### src/sv/tet_mesh_connectivity_gen_core_defines.svh
// Assertion macros shared by the connectivity generator RTL
`ifndef TET_MESH_CONNECTIVITY_GEN_CORE_DEFINES_SVH
`define TET_MESH_CONNECTIVITY_GEN_CORE_DEFINES_SVH

// Same-cycle implication, checked out of reset
`define TMC_ASSERT_IMP(lbl, ante, cons, msg) \
  lbl: assert property (@(posedge clk) disable iff (!rst_n) (ante) |-> (cons)) else $error(msg);

// Next-cycle implication, checked out of reset
`define TMC_ASSERT_NXT(lbl, ante, cons, msg) \
  lbl: assert property (@(posedge clk) disable iff (!rst_n) (ante) |=> (cons)) else $error(msg);

`endif

### src/sv/tmc_pkg.sv
// Types, constants and corner tables of the tet mesh connectivity generator
package tmc_pkg;

  localparam int MAX_CELLS  = 1024;
  localparam int CW         = 11;
  localparam int NW         = 10;
  localparam int PW         = 21;
  localparam int MW         = 32;
  localparam int VW         = 31;
  localparam int EW         = 33;
  localparam int TGW        = 8;
  localparam int FUNC_W     = 3;
  localparam int FW         = 3;
  localparam int TW         = 3;
  localparam int RIDX_W     = 2;
  localparam int NFACE      = 6;
  localparam int FIFO_DEPTH = 4;

  localparam logic [FUNC_W-1:0] FUNC_NODE   = 3'd0;
  localparam logic [FUNC_W-1:0] FUNC_BRICK  = 3'd1;
  localparam logic [FUNC_W-1:0] FUNC_BOTTOM = 3'd2;
  localparam logic [FUNC_W-1:0] FUNC_TOP    = 3'd3;
  localparam logic [FUNC_W-1:0] FUNC_LEFT   = 3'd4;
  localparam logic [FUNC_W-1:0] FUNC_RIGHT  = 3'd5;
  localparam logic [FUNC_W-1:0] FUNC_FRONT  = 3'd6;
  localparam logic [FUNC_W-1:0] FUNC_BACK   = 3'd7;

  localparam logic [FW-1:0] FACE_BOTTOM = 3'd0;
  localparam logic [FW-1:0] FACE_TOP    = 3'd1;
  localparam logic [FW-1:0] FACE_LEFT   = 3'd2;
  localparam logic [FW-1:0] FACE_RIGHT  = 3'd3;
  localparam logic [FW-1:0] FACE_FRONT  = 3'd4;
  localparam logic [FW-1:0] FACE_BACK   = 3'd5;

  localparam logic [RIDX_W-1:0] REG_CELLS_X = 2'd0;
  localparam logic [RIDX_W-1:0] REG_CELLS_Y = 2'd1;
  localparam logic [RIDX_W-1:0] REG_CELLS_Z = 2'd2;

  localparam logic [TW-1:0] LAST_NODE  = 3'd0;
  localparam logic [TW-1:0] LAST_BRICK = 3'd4;
  localparam logic [TW-1:0] LAST_FACE  = 3'd1;

  typedef enum logic [1:0] {
    KIND_NODE,
    KIND_BRICK,
    KIND_FACE
  } kind_t;

  typedef struct packed {
    logic [CW-1:0]                 ne0;
    logic [CW-1:0]                 ne1;
    logic [CW-1:0]                 ne2;
    logic [NW-1:0]                 nm0;
    logic [NW-1:0]                 nm1;
    logic [NW-1:0]                 nm2;
    logic [PW-1:0]                 s0;
    logic [PW-1:0]                 s1;
    logic [PW-1:0]                 s2;
    logic [PW-1:0]                 p01;
    logic [NFACE-1:0][EW-1:0]      fbase;
  } cfg_t;

  typedef struct packed {
    kind_t         kind;
    logic [FW-1:0] face;
    logic          par;
    logic [VW-1:0] node0;
    logic [EW-1:0] res;
  } item_t;

  localparam logic [2:0] ROT_CORNER [8] = '{3'd2, 3'd3, 3'd6, 3'd7, 3'd0, 3'd1, 3'd4, 3'd5};

  localparam logic [2:0] TET_CORNER [5][4] = '{
    '{3'd4, 3'd5, 3'd6, 3'd0},
    '{3'd7, 3'd6, 3'd5, 3'd3},
    '{3'd2, 3'd3, 3'd0, 3'd6},
    '{3'd1, 3'd0, 3'd3, 3'd5},
    '{3'd5, 3'd0, 3'd6, 3'd3}
  };

  // [face][parity][triangle][vertex], corner bit0 axis0, bit1 axis1, bit2 axis2
  localparam logic [2:0] TRI_CORNER [6][2][2][3] = '{
    '{'{'{3'd0, 3'd3, 3'd1}, '{3'd0, 3'd2, 3'd3}}, '{'{3'd0, 3'd2, 3'd1}, '{3'd1, 3'd2, 3'd3}}},
    '{'{'{3'd4, 3'd5, 3'd6}, '{3'd5, 3'd7, 3'd6}}, '{'{3'd4, 3'd5, 3'd7}, '{3'd4, 3'd7, 3'd6}}},
    '{'{'{3'd0, 3'd4, 3'd6}, '{3'd0, 3'd6, 3'd2}}, '{'{3'd0, 3'd4, 3'd2}, '{3'd4, 3'd6, 3'd2}}},
    '{'{'{3'd1, 3'd3, 3'd5}, '{3'd3, 3'd7, 3'd5}}, '{'{3'd1, 3'd7, 3'd5}, '{3'd1, 3'd3, 3'd7}}},
    '{'{'{3'd0, 3'd1, 3'd5}, '{3'd0, 3'd5, 3'd4}}, '{'{3'd0, 3'd1, 3'd4}, '{3'd1, 3'd5, 3'd4}}},
    '{'{'{3'd2, 3'd6, 3'd3}, '{3'd6, 3'd7, 3'd3}}, '{'{3'd2, 3'd6, 3'd7}, '{3'd2, 3'd7, 3'd3}}}
  };

  localparam logic [TGW-1:0] FACE_TAG [6] = '{8'd100, 8'd200, 8'd1, 8'd2, 8'd10, 8'd20};

endpackage

### src/sv/tmc_intf.sv
// Channel interfaces: item input, result output and register write
interface tmc_in_if import tmc_pkg::*; ();
  logic              valid;
  logic              ready;
  logic [FUNC_W-1:0] func;
  logic [CW-1:0]     ix;
  logic [CW-1:0]     iy;
  logic [CW-1:0]     iz;

  modport source (output valid, func, ix, iy, iz, input ready);
  modport sink   (input valid, func, ix, iy, iz, output ready);
endinterface


### src/sv/tmc_front.sv
// Front pipeline: accept, classify, and compute base node id and element id
module tmc_front import tmc_pkg::*; (
  input  logic    clk,
  input  logic    rst_n,
  tmc_in_if.sink  in_ch,
  input  cfg_t    cfg,
  input  logic    cfg_busy,
  output item_t   push_item,
  output logic    push,
  input  logic    full
);

  typedef struct packed {
    kind_t         kind;
    logic [FW-1:0] face;
    logic          par;
    logic          sc5;
  } meta_t;

  typedef struct packed {
    meta_t         m;
    logic [CW-1:0] a0;
    logic [CW-1:0] a1;
    logic [CW-1:0] a2;
    logic [NW-1:0] u;
    logic [NW-1:0] v;
    logic [NW-1:0] w;
    logic [CW-1:0] k;
  } s1_t;

  logic          adv, acc;
  logic          v1_r, v2_r, v3_r, v4_r;
  logic [NW-1:0] cx, cy, cz;
  logic [CW-1:0] ax, ay, az;
  s1_t           s1_nxt, s1_r;
  meta_t         m2_r, m3_r;
  logic [NW-1:0] u2_r;
  logic [VW-1:0] pm0_r, pm1_r, pm2_r, r2_r;
  logic [PW-1:0] r1_r;
  logic [VW-1:0] node3_r, lin3_r;
  logic [EW-1:0] lin_scl, base_sel;
  item_t         item4_nxt, item4_r;

  assign adv         = !v4_r || !full;
  assign in_ch.ready = adv && !cfg_busy;
  assign acc         = in_ch.valid && in_ch.ready;
  assign push        = v4_r && !full;
  assign push_item   = item4_r;

  always_comb begin
    cx = (in_ch.ix > CW'(cfg.nm0)) ? cfg.nm0 : in_ch.ix[NW-1:0];
    cy = (in_ch.iy > CW'(cfg.nm1)) ? cfg.nm1 : in_ch.iy[NW-1:0];
    cz = (in_ch.iz > CW'(cfg.nm2)) ? cfg.nm2 : in_ch.iz[NW-1:0];
    ax = (in_ch.ix > cfg.ne0) ? cfg.ne0 : in_ch.ix;
    ay = (in_ch.iy > cfg.ne1) ? cfg.ne1 : in_ch.iy;
    az = (in_ch.iz > cfg.ne2) ? cfg.ne2 : in_ch.iz;

    s1_nxt        = '0;
    s1_nxt.m.kind = KIND_FACE;
    unique case (in_ch.func)
      FUNC_NODE: begin
        s1_nxt.m.kind = KIND_NODE;
        s1_nxt.a0     = ax;
        s1_nxt.a1     = ay;
        s1_nxt.a2     = az;
      end
      FUNC_BRICK: begin
        s1_nxt.m.kind = KIND_BRICK;
        s1_nxt.m.sc5  = 1'b1;
        s1_nxt.m.par  = cx[0] ^ cy[0] ^ cz[0];
        s1_nxt.a0     = CW'(cx);
        s1_nxt.a1     = CW'(cy);
        s1_nxt.a2     = CW'(cz);
        s1_nxt.u      = cx;
        s1_nxt.v      = cy;
        s1_nxt.k      = cfg.ne0;
        s1_nxt.w      = cz;
      end
      FUNC_BOTTOM, FUNC_TOP: begin
        s1_nxt.m.face = (in_ch.func == FUNC_TOP) ? FACE_TOP : FACE_BOTTOM;
        s1_nxt.m.par  = cx[0] ^ cy[0] ^ ((in_ch.func == FUNC_TOP) & cfg.nm2[0]);
        s1_nxt.a0     = CW'(cx);
        s1_nxt.a1     = CW'(cy);
        s1_nxt.a2     = (in_ch.func == FUNC_TOP) ? CW'(cfg.nm2) : '0;
        s1_nxt.u      = cx;
        s1_nxt.v      = cy;
        s1_nxt.k      = cfg.ne0;
      end
      FUNC_LEFT, FUNC_RIGHT: begin
        s1_nxt.m.face = (in_ch.func == FUNC_RIGHT) ? FACE_RIGHT : FACE_LEFT;
        s1_nxt.m.par  = cy[0] ^ cz[0] ^ ((in_ch.func == FUNC_RIGHT) & cfg.nm0[0]);
        s1_nxt.a0     = (in_ch.func == FUNC_RIGHT) ? CW'(cfg.nm0) : '0;
        s1_nxt.a1     = CW'(cy);
        s1_nxt.a2     = CW'(cz);
        s1_nxt.u      = cy;
        s1_nxt.v      = cz;
        s1_nxt.k      = cfg.ne1;
      end
      default: begin
        s1_nxt.m.face = (in_ch.func == FUNC_BACK) ? FACE_BACK : FACE_FRONT;
        s1_nxt.m.par  = cx[0] ^ cz[0] ^ ((in_ch.func == FUNC_BACK) & cfg.nm1[0]);
        s1_nxt.a0     = CW'(cx);
        s1_nxt.a1     = (in_ch.func == FUNC_BACK) ? CW'(cfg.nm1) : '0;
        s1_nxt.a2     = CW'(cz);
        s1_nxt.u      = cz;
        s1_nxt.v      = cx;
        s1_nxt.k      = cfg.ne2;
      end
    endcase
  end

  always_comb begin
    lin_scl  = m3_r.sc5 ? (EW'(lin3_r) << 2) + EW'(lin3_r) : EW'(lin3_r) << 1;
    base_sel = (m3_r.kind == KIND_FACE) ? cfg.fbase[m3_r.face] : '0;
    item4_nxt.kind  = m3_r.kind;
    item4_nxt.face  = m3_r.face;
    item4_nxt.par   = m3_r.par;
    item4_nxt.node0 = node3_r;
    item4_nxt.res   = lin_scl + base_sel;
  end

  always_ff @(posedge clk) begin
    if (!rst_n) begin
      v1_r <= 1'b0;
      v2_r <= 1'b0;
      v3_r <= 1'b0;
      v4_r <= 1'b0;
    end else if (adv) begin
      v1_r <= acc;
      v2_r <= v1_r;
      v3_r <= v2_r;
      v4_r <= v3_r;
    end
  end

  always_ff @(posedge clk) begin
    if (adv) begin
      s1_r    <= s1_nxt;

      m2_r    <= s1_r.m;
      u2_r    <= s1_r.u;
      pm0_r   <= VW'(MW'(cfg.s0) * MW'(s1_r.a0));
      pm1_r   <= VW'(MW'(cfg.s1) * MW'(s1_r.a1));
      pm2_r   <= VW'(MW'(cfg.s2) * MW'(s1_r.a2));
      r1_r    <= PW'(PW'(s1_r.k) * PW'(s1_r.v));
      r2_r    <= VW'(MW'(cfg.p01) * MW'(s1_r.w));

      m3_r    <= m2_r;
      node3_r <= pm0_r + pm1_r + pm2_r;
      lin3_r  <= VW'(u2_r) + VW'(r1_r) + r2_r;

      item4_r <= item4_nxt;
    end
  end

endmodule

### src/flat_wrapper.sv
// flat-port wrapper written by rule: the top's interface ports become plain ports
module tmc_front_flat import tmc_pkg::*;
  (clk, rst_n, cfg, cfg_busy, push_item, push, full, in_ch_valid, in_ch_func, in_ch_ix, in_ch_iy, in_ch_iz, in_ch_ready);
  tmc_in_if in_ch_i ();
  input  logic clk;
  input  logic rst_n;
  input  cfg_t cfg;
  input  logic cfg_busy;
  output item_t push_item;
  output logic push;
  input  logic full;
  input wire logic [$bits(in_ch_i.valid)-1:0] in_ch_valid;
  input wire logic [$bits(in_ch_i.func)-1:0] in_ch_func;
  input wire logic [$bits(in_ch_i.ix)-1:0] in_ch_ix;
  input wire logic [$bits(in_ch_i.iy)-1:0] in_ch_iy;
  input wire logic [$bits(in_ch_i.iz)-1:0] in_ch_iz;
  output wire logic [$bits(in_ch_i.ready)-1:0] in_ch_ready;
  assign in_ch_i.valid = in_ch_valid;
  assign in_ch_i.func = in_ch_func;
  assign in_ch_i.ix = in_ch_ix;
  assign in_ch_i.iy = in_ch_iy;
  assign in_ch_i.iz = in_ch_iz;
  assign in_ch_ready = in_ch_i.ready;
  tmc_front u_core (.clk(clk), .rst_n(rst_n), .in_ch(in_ch_i), .cfg(cfg), .cfg_busy(cfg_busy), .push_item(push_item), .push(push), .full(full));
endmodule
### config.mk
export PLATFORM = sky130hd
export DESIGN_NAME = tmc_front_flat
export DESIGN_NICKNAME = d
export VERILOG_FILES = /design/src/sv/tet_mesh_connectivity_gen_core_defines.svh /design/src/sv/tmc_pkg.sv /design/src/sv/tmc_intf.sv /design/src/sv/tmc_front.sv /design/src/flat_wrapper.sv
export SDC_FILE = /design/constraint.sdc
export NUM_CORES = 2
export LEC_CHECK = 0
export BUFFER_PORTS_ARGS = -buffer_cell sky130_fd_sc_hd__buf_2
export CAP_MARGIN = 25
export CORE_MARGIN = 2
export CORE_UTILIZATION = 40
export CTS_BUF_LIST = sky130_fd_sc_hd__clkbuf_4 sky130_fd_sc_hd__clkbuf_8
export DETAILED_ROUTE_END_ITERATION = 12
export PLACE_DENSITY_LB_ADDON = 0.3
export SETUP_SLACK_MARGIN = 0.1
export SLEW_MARGIN = 0
export SYNTH_ARGS = -nofsm -noshare
export SYNTH_HDL_FRONTEND = slang
export SYNTH_SLANG_ARGS = --single-unit
### constraint.sdc
create_clock -name clk -period 13.1 [get_ports clk]
set_clock_uncertainty 0.1 [all_clocks]
set_input_delay 3.93 -clock clk [delete_from_list [all_inputs] [get_ports clk]]
set_output_delay 3.93 -clock clk [all_outputs]
set_load 0.01 [all_outputs]
* Word level (Yosys, flattened, before mapping)
Index checks and enable logic that the tools add are counted.
Cells by class: eq/ne operators 7, order comparisons 7, bitwise gates (word level) 10, $mul 5, mux-type cells 23, reductions and logical operators 12, add/sub/neg operators 6
Operators with widths (count):
- case mux 33 bit (4 select lines) | 1
- binary-select mux 33 bit (select 3 bit) | 1
- 2-to-1 mux 33 bit | 3
- adder 31 bit | 3
- multiplier 21 x 11 -> 31 bit | 3
- 2-to-1 mux 10 bit | 6
- case mux 20 bit (3 select lines) | 1
- adder 33 x 31 -> 33 bit | 1
- adder 33 bit | 1
- greater-than comparator 11 x 10 -> 1 bit | 3
- greater-than comparator 11 bit | 3
- 2-to-1 mux 11 bit | 3
- case mux 11 bit (3 select lines) | 1
- multiplier 21 x 10 -> 31 bit | 1
- adder 10 x 21 -> 22 bit | 1
- multiplier 11 x 10 -> 21 bit | 1
- == test 3 bit, second input constant | 3
- case mux 3 bit (3 select lines) | 1
- XOR 1 bit | 7
- == test 3 x 2 -> 1 bit, second input constant | 2
- OR reduction 2 bit | 3
- less-than comparator 3 x 4 -> 1 bit, second input constant | 1
- 2-to-1 mux 1 bit | 4
- case mux 1 bit (4 select lines) | 1
- other kinds (9) | 15
Storage, ports and cells: bits in registers 386, output and inout bits 72, input port bits 386, logic and storage cells 106

* Longest topological paths before layout
depth after elaboration 5, depth in mapped cells 22, mapped depth without buffers 21

* Least setup slack after synthesis
No wires, ideal clock.
path type in2reg, start input full, end register u_core.m3_r, in the netlist u_core.item4_nxt[64], enable pin, slack 0.075 ns, required time 10.192 ns, buffers on the path 0, library setup time 2.808 ns, stages 1, data arrival time 10.117 ns, cells stage by stage nand2_1
Between the ends: cells in the longest elaborated chain, start to end 2
RTL lines:
- from (decl) | line flat_wrapper.sv:11 | input logic full;
- zero test 1 bit | line tmc_front.sv:44 | assign adv = !v4_r || !full;
- logical OR 1 bit | line tmc_front.sv:44
- to (signal assigned) | line tmc_front.sv:148 | m3_r <= m2_r;
- to (decl) | line tmc_front.sv:36 | meta_t m2_r, m3_r;
Every way passes these cells. A chain may end at the register's enable or synchronous reset.

* Worst setup path in the final report
start input cfg[245] (netlist bit), end register u_core.pm1_r[28], data pin
Between the ends: cells in the longest elaborated chain, start to end 1
RTL lines:
- from (decl) | line flat_wrapper.sv:7 | input cfg_t cfg;
- multiplier 21 x 11 -> 31 bit | line tmc_front.sv:143 | pm1_r <= VW'(MW'(cfg.s1) * MW'(s1_r.a1));
- to (signal assigned) | line tmc_front.sv:143
- to (decl) | line tmc_front.sv:38 | logic [VW-1:0] pm0_r, pm1_r, pm2_r, r2_r;
Every way passes these cells.

==> summary by stage <==
Finish
In the final layout, the share of cells above drive strength 1 is 0.1274. The non-filler instance count after layout is 7910. Once layout is complete, the utilization of the core stands at 0.4432. The post-layout net count is 7697. The library cells used most frequently in the layout, excluding fill and tap cells, are sky130_fd_sc_hd__inv_1, sky130_fd_sc_hd__fa_1, sky130_fd_sc_hd__nand2_1.

The leading cell type in the layout, fill and taps excluded is sky130_fd_sc_hd__inv_1. Relative to the synthesized area, the layout overhead comes to 9.899%.

Placed design
During placement, the flow inserted port buffers numbering 457. The count of placed standard cells including taps is 7757. The congestion estimate from routability-driven global placement came to 0.9224. The total half-perimeter wirelength after legalization and detailed placement is 126500 um.

Clock network
The largest buffer count on any clock path is 3. The source-to-sink clock delay at the later pin of the worst-skew pair is 0.68 ns. Clock tree synthesis selected as its root buffer the cell sky130_fd_sc_hd__clkbuf_8. The post-CTS resize count is 0.

The number of clock buffers added by TritonCTS is 74. The clock-pin slew on the worst setup and hold paths is about 0.06 ns. The clock drives 383 sinks.

The number of buffers inserted to repair setup after CTS is 0. TritonCTS built the clock tree. The H-tree was split into 3 levels. The cts-stage hold buffer count is 0.

Power and ir drop
Dividing total power by cell area gives a power density of 257.5 nW/um^2. Internal power comes to 8.061 mW. The switching share of power is 0.4862. VDD sags by at most 313.3 uV. The portion of total power attributed to the clock network is 0.084.

The net switching power figure is roughly 7.6 mW. The overall power consumption is about 16 mW. Of the total power, combinational logic draws 0.737. The static leakage power is 29.30 nW. Of the total power, registers draw 0.179.

Detailed routing
The detailed-route wire length per cell is 19.60 um. The iteration-0 DRC count of the detailed router is slightly below 3000. Summed over all layers, the routed wires come to ~160000 um. The post-detailed-route count of antenna-violating nets is 0. The average vias per placed instance is 5.269. The length of the first detailed-routing pass in iterations is 6.

The total DRC errors in the routed layout is 0. The count of vias placed by the detailed router is 41680.

Logic synthesis
The count of cell types in the netlist is 89. The fraction of registers with async set/reset is 0. The total of flip-flops plus latches after synthesis is 383. Counting every instance in the synthesized netlist gives about 5700. The biggest area contributor in the post-synthesis netlist is sky130_fd_sc_hd__fa_1. A synthesized cell averages 9.663 sq um.

The number of synthesis warnings is 0. Counting flops with a built-in enable in the synthesized netlist gives 379. After synthesis, the cell types taking the most area are sky130_fd_sc_hd__fa_1, sky130_fd_sc_hd__edfxtp_1, sky130_fd_sc_hd__ha_1. The cell area after synthesis is 55450 sq um. The most used flip-flop cell after synthesis is sky130_fd_sc_hd__edfxtp_1. The sequential area share after synthesis is 0.2067. The number of nets handed over by synthesis was 7394. The top-area cell type share of the netlist area is 0.2751.

Die
Row generation in the floorplan step produced 136 rows. The die is 376.3 um tall. The core region is 137500 sq um. The area enclosed by the die boundary is 141600 sq um. The effective utilization at floorplan is 0.4033. The top-level port count is around 460. The die is between 300 and 400 um wide.

Worst setup path
The worst setup path category is primary input to flip-flop. Data on the critical path is required at its endpoint by 13.39 ns. For the worst setup path, the data arrival time is about 9.4 ns. The kind of start point of the critical path is a primary input. The category of the worst setup path capture point is a flip-flop. The maximum fanout along the worst path is 11.

Hold path
In this run the worst hold path is classified as flip-flop to flip-flop.

Timing
The achievable clock frequency is 0.1097 GHz. The aggregate negative setup slack is 0 ns. The number of pins exceeding their max-slew limit in the final report is 0. The hold slack is 0.3041 ns. Setup violations remaining at the end of the flow were counted as 0. The slew at the pin closest to its max-slew limit is 1.064 ns. The final count of hold timing violations is 0. Setup repair after global routing left no endpoint under its margin. The worst slew slack as a fraction of its limit is 0.2905.

The worst path needs 9.117 ns of the cycle, external delays included. The ratio of final minimum period to clock period is 0.6959.

GRT
The global-route wire length before repair is approximately 240000 um. The via count of the first global-routing pass is 42110. The overall fraction of global-route tracks in use is 0.2207. After global routing the overflow that remains totals 0. Entering global routing, the biggest net connects approximately 170 pins. The number of antenna violations at the first check in global routing is 47.

Run status
The run finished with clean final reports.

Flow run
Max-cap violations in this run came to 0.
layer usage:
layer	wire (um)	vias to the layer above	GRT usage
li1	-	19430	-
met1	73610	20780	0.3313
met2	65220	1218	0.3205
met3	13310	204	0.05586
met4	2625	50	0.04226
met5	300	-	0
final timing paths:
check                       start              endpoint  slack [ns]  cells past startpoint
max                      cfg[245]      u_core.pm1_r[28]        3.98                     21
min          u_core.item4_nxt[64]  u_core.push_item[64]        0.30                      0
max reg2reg       u_core.s1_r[54]      u_core.pm1_r[28]        6.42                     19
min reg2reg  u_core.item4_nxt[64]  u_core.push_item[64]        0.30                      0
power by group through the flow:
stage / clock network (mW) / registers (mW) / logic (mW)
finish: 1.31 / 2.81 / 11.6
global route: 1.41 / 2.86 / 13.1
CTS: 1.36 / 2.82 / 11.6
detailed placement: 0 / 2.84 / 11.5
global placement: 0 / 2.83 / 11.4
floorplan: 0 / 2.64 / 8.67
synthesized netlist by cell type, types with 18 or more instances:
cell	count
sky130_fd_sc_hd__nand2_1	743
sky130_fd_sc_hd__and2_1	448
sky130_fd_sc_hd__xnor2_1	174
sky130_fd_sc_hd__a21o_1	109
sky130_fd_sc_hd__nand4_1	26
sky130_fd_sc_hd__and3_1	29
sky130_fd_sc_hd__clkbuf_1	246
sky130_fd_sc_hd__inv_1	876
sky130_fd_sc_hd__a211oi_1	37
sky130_fd_sc_hd__nor3_1	46
sky130_fd_sc_hd__nand3_1	54
sky130_fd_sc_hd__fa_1	762
sky130_fd_sc_hd__mux4_2	34
sky130_fd_sc_hd__o21ai_0	134
sky130_fd_sc_hd__o21a_1	44
sky130_fd_sc_hd__ha_1	508
sky130_fd_sc_hd__nand2b_1	30
sky130_fd_sc_hd__a22oi_1	52
sky130_fd_sc_hd__mux2_2	96
sky130_fd_sc_hd__o21bai_1	38
sky130_fd_sc_hd__a21oi_1	228
sky130_fd_sc_hd__nor2b_1	45
sky130_fd_sc_hd__mux2i_1	26
sky130_fd_sc_hd__o211ai_1	18
sky130_fd_sc_hd__nor2_1	224
sky130_fd_sc_hd__edfxtp_1	379
sky130_fd_sc_hd__o31ai_1	25
sky130_fd_sc_hd__xor2_1	65
cell families after synthesis:
kind of cell / share of synthesized area
AO/OA/AOI/OAI: 0.1041
XOR/XNOR: 0.03775
adder cells (fa/ha/maj): 0.3897
buffers and inverters: 0.07731
flip-flops: 0.2067
multiplexers: 0.03825
AND/OR/NAND/NOR: 0.1462
stage by stage:
stage | instance area [sq um] | worst slack [ns]
3_3_place_gp | 59250 | 3.415
2_1_floorplan | 55450 | 3.904
4_1_cts | 60850 | 4.111
6_report | 60940 | 3.983
3_5_place_dp | 59270 | 3.392
5_1_grt | 60900 | 3.651
state kept, by name, summed over array words and instances, names as in the netlist, 6 cells and up:
name	cells
u_core.lin3_r	31
u_core.m2_r	6
u_core.node3_r	31
u_core.pm0_r	31
u_core.pm1_r	31
u_core.pm2_r	31
u_core.push_item	70
u_core.r1_r	21
u_core.r2_r	31
u_core.s1_r	80
u_core.u2_r	10
area by class of cell:
type / count / area, sq um
Inverter: 878 / 3296
Timing Repair Buffer: 489 / 2564
Tap cell: 1794 / 2245
Fill cell: 13270 / 76550
Sequential cell: 383 / 11460
Clock buffer: 89 / 1137
Antenna cell: 19 / 47.55
Multi-Input combinational cell: 4215 / 39740
Clock inverter: 43 / 450.4
worst max-delay path: stages:
cell                       delay (ns)
sky130_fd_sc_hd__buf_2           0.18
sky130_fd_sc_hd__and2_1          0.20
sky130_fd_sc_hd__fa_1            0.53
sky130_fd_sc_hd__inv_1           0.06
sky130_fd_sc_hd__fa_1            0.53
sky130_fd_sc_hd__inv_1           0.05
sky130_fd_sc_hd__fa_1            0.45
sky130_fd_sc_hd__fa_1            0.49
sky130_fd_sc_hd__inv_1           0.05
sky130_fd_sc_hd__fa_1            0.48
sky130_fd_sc_hd__inv_1           0.04
sky130_fd_sc_hd__ha_1            0.34
sky130_fd_sc_hd__nand3_1         0.15
sky130_fd_sc_hd__nor2_1          0.12
sky130_fd_sc_hd__o21ai_0         0.15
sky130_fd_sc_hd__a211oi_1        0.47
sky130_fd_sc_hd__o311ai_1        0.20
sky130_fd_sc_hd__a211oi_1        0.48
sky130_fd_sc_hd__o21ai_0         0.19
sky130_fd_sc_hd__or4b_1          0.19
sky130_fd_sc_hd__o311ai_0        0.13
Power figures use the tool's default switching activity.
